### src/rtl/nptt_ram.sv
// Generic single-port-write, single-port-read synchronous RAM, registered read.
// No dependencies.
`timescale 1ns / 1ps
`default_nettype none
module nptt_ram #(
	parameter int Width = 8,
	parameter int Depth = 16
) (
	input  wire logic                     clk,
	input  wire logic                     we,
	input  wire logic [$clog2(Depth)-1:0] waddr,
	input  wire logic [Width-1:0]         wdata,
	input  wire logic                     re,
	input  wire logic [$clog2(Depth)-1:0] raddr,
	output logic [Width-1:0]              rdata
);
	logic [Width-1:0] mem [Depth];

	always_ff @(posedge clk) begin
		if (we) begin
			mem[waddr] <= wdata;
		end
		if (re) begin
			rdata <= mem[raddr];
		end
	end
endmodule
`default_nettype wire

### config.mk
export PLATFORM = sky130hd
export DESIGN_NAME = nptt_ram
export DESIGN_NICKNAME = d
export VERILOG_FILES = /design/src/rtl/nptt_ram.sv
export SDC_FILE = /design/constraint.sdc
export NUM_CORES = 1
export LEC_CHECK = 0
export BUFFER_PORTS_ARGS = -buffer_cell sky130_fd_sc_hd__buf_2
export CORE_AREA = 10 10 159 132
export DETAILED_ROUTE_END_ITERATION = 7
export DIE_AREA = 0 0 169 142
export PLACE_DENSITY_LB_ADDON = 0.2
export SYNTH_ARGS = -nofsm -noshare
export SYNTH_HDL_FRONTEND = slang
export SYNTH_SLANG_ARGS = --single-unit
export TNS_END_PERCENT = 5
### constraint.sdc
create_clock -name clk -period 1.69 [get_ports clk]
set_input_delay 0.0845 -clock clk [delete_from_list [all_inputs] [get_ports clk]]
set_output_delay 0.0845 -clock clk [all_outputs]
set_load 0.02 [all_outputs]
==> impl_results.md <==
- First-pass GRT wire length: 17200 um
- Max-Cap Viols: 0
- Crit path max fanout: 1
- Syn Area/Cell: 22.8 um^2
- Full die area: 24000 um^2
- Detail Route Antenna Nets: 0
- Worst hold path depth: 1
- Critical R2R Launch: mem[11][6]
- Layout cell share with drive strength beyond 1: 0.321
- Setup CP Type: reg -> reg
- Nets@finish: 305
- Synth top area cells: edfxtp_1 78%, mux4_2 7.8%, mux4_1 7.0%
- Congestion Overflow GR: 0
- Max Clk Rate: 661 MHz
- PostCTS Resize Cnt: 0
- Final period util: 0.895
- FF-to-FF setup slack: 0.18 ns
- Drt initial violations: 154
- Synth unique cells: 18
- Synth top cells by count: 136 x edfxtp_1, 18 x mux4_2, 16 x a22oi_1, 14 x mux4_1, 13 x nor2_1
- Post-CTS setup buffers: 0
- P_leak: 0.00214 uW
- Slew @ Worst Pin: 0.750 ns
- PD cells: 1270 nW/um^2
- CTS tree: built
- PortBufs: 26
- Final core utilization: 0.360
- Post-Syn Instances: 229
- Die height: 142 um
- Die Wd: 169 um
- Post-synth EDFFs: 136
- Max Slew Vio Count: 0
- Net Switching: 1570 uW
- RSZ-0062 raised after global routing: false
- Max VDD drop: 0.529 mV
- Endpoints failing setup: 0
- Worst r2r dst: rdata[6]
- Internal: 6560 uW
- Clock Power Share: 0.483
- Setup crit end kind: register
- WL per Instance: 21.3 um
- Post-DP HPWL: 7370 um
- Root Buffer: clkbuf_16
- Min-delay src: re
- Drt first pass iters: 4
- Relative slew slack: 0.499
- Count leader, synth: edfxtp_1
- Clock slew at the register clock pins of the worst setup and hold paths: 0.06 ns
- Vias: 2458
- Syn nets: 248
- Clock Sink Count: 136
- Main synth FF type: edfxtp_1
- Worst Path Required: 1.84 ns
- Yosys top cell area share: 0.781
- R2R cell count: 3
- Combinational share of power: 0.046
- Outcome: finished, final reports clean
- Hold EP: rdata[2]
- Syn. warnings: 0
- Area growth syn-to-layout: 22.4%
- CTS Buffer Depth: 2
- Initial antenna violation count: 0
- Hold-fix buffers, CTS: 0
- Vias per inst: 4.65
- Seq pwr share: 0.471
- CORE AREA: 17800 um^2
- Initial core utilization: 0.294
- Fin Hold WS: 0.0513 ns
- Post-route setup TNS: 0 ns
- GP Congestion: 0.684
- Post-synth ARST share: 0
- Yosys top cell by area: edfxtp_1
- CP Data Arrival Time: 1.66 ns
- Sw frac: 0.193
- Post-Route WL: 11300 um
- Setup Skew: 0.00670 ns
- Seq/Total Area, Yosys: 0.781
- Largest net degree at the start of global routing: 17
- GRT Overall Usage: 0.0986
- Post-Syn Area: 5230 um^2
- TritonCTS Buffers: 17
- Number of synthesized register bits: 136
- CP Launch Type: register
- FP Rows: 44
- Worst-skew pair later-pin latency: 0.41 ns
- Layout filler cell count: 1626
- Fin. Hold Viols: 0
- Number of global-route vias before repair: 2694
- DRC viols: 0
- Final min period: 1.51 ns
- H-tree Lvls: 4
- Diodes inserted: 0
- Hold crit path type: in -> reg
- IO Pins: 27
[logic make-up after synthesis]
| kind of cell | count (synthesis) | synth area share |
|---|---|---|
| flops | 136 | 0.781 |
| buf+inv | 10 | 0.0165 |
| mux | 32 | 0.148 |
| compound gates | 16 | 0.0230 |
| simple gates | 35 | 0.0314 |
[worst max path at each step]
stage / startpoint / endpoint / slack, ns / depth (start not counted)
after floorplan: waddr[2] / mem[0][0] / 0.11 / 2
after CTS: mem[5][2] / rdata[2] / 0.18 / 3
final: mem[11][6] / rdata[6] / 0.18 / 3
after global routing: mem[10][6] / rdata[6] / 0.13 / 3
after global placement: raddr[0] / rdata[3] / 0.04 / 5
after detailed placement: raddr[0] / rdata[2] / 0.05 / 5
[power by group through the flow]
stage	Combinational, uW	Clock, uW	Sequential (uW)
6_report	377	3930	3820
5_1_grt	415	4160	3830
4_1_cts	389	3990	3830
3_5_place_dp	388	0	3900
3_3_place_gp	384	0	3890
2_1_floorplan	192	0	3910
[sequential cells by signal, summed over array words and instances (netlist names)]
signal and cells:
mem 128, rdata 8
[critical path: stages (launching register included)]
cell and delay, ns:
edfxtp_1 0.36, mux4_2 0.50, a22oi_1 0.31, nand2_1 0.08
[area by class of cell]
type / instances / area [um^2] / area share
Sequential cell: 136 / 4080 / 0.638
Timing Repair Buffer: 48 / 333 / 0.0520
Clock inverter: 14 / 205 / 0.0321
Tap cell: 230 / 288 / 0.0450
Clock buffer: 18 / 429 / 0.0671
Multi-Input combinational cell: 83 / 1060 / 0.165
[metrics by stage]
| stage | power, uW | worst slack [ns] | cells | cell area (um^2) |
|---|---|---|---|---|
| detailed placement | 4280 | 0.0470 | 497 | 5760 |
| finish | 8130 | 0.178 | 529 | 6400 |
| global route | 8410 | 0.130 | 529 | 6400 |
| CTS | 8210 | 0.175 | 529 | 6400 |
| global placement | 4280 | 0.0443 | 497 | 5760 |
| floorplan | 4100 | 0.113 | 229 | 5230 |
[cells in the final DEF, fill, tap and decap left out, types with 2 or more instances in the layout]
cell        Yosys  layout
edfxtp_1      136     136
clkinv_4        0       2
clkinvlp_4      0       2
nand3b_1        2       2
clkinv_2        0       3
mux4_1         14      14
buf_2           3      26
nor3_1          4       4
a22oi_1        16      16
nand2_1         9       9
clkbuf_16       0      17
clkinv_1        0       2
bufinv_16       0       5
nand2b_1        2       2
nor2_1         13      13
mux4_2         18      18
buf_12          0       3
buf_4           1      19
[layer usage]
metal,GRT usage,part of all wire,vias up
met4,0.0381,0.0098,0
met2,0.140,0.44,60
met5,0,0,-
met3,0.0304,0.052,9
li1,-,-,1097
met1,0.138,0.50,1292
(Power assumes the default switching activity.)
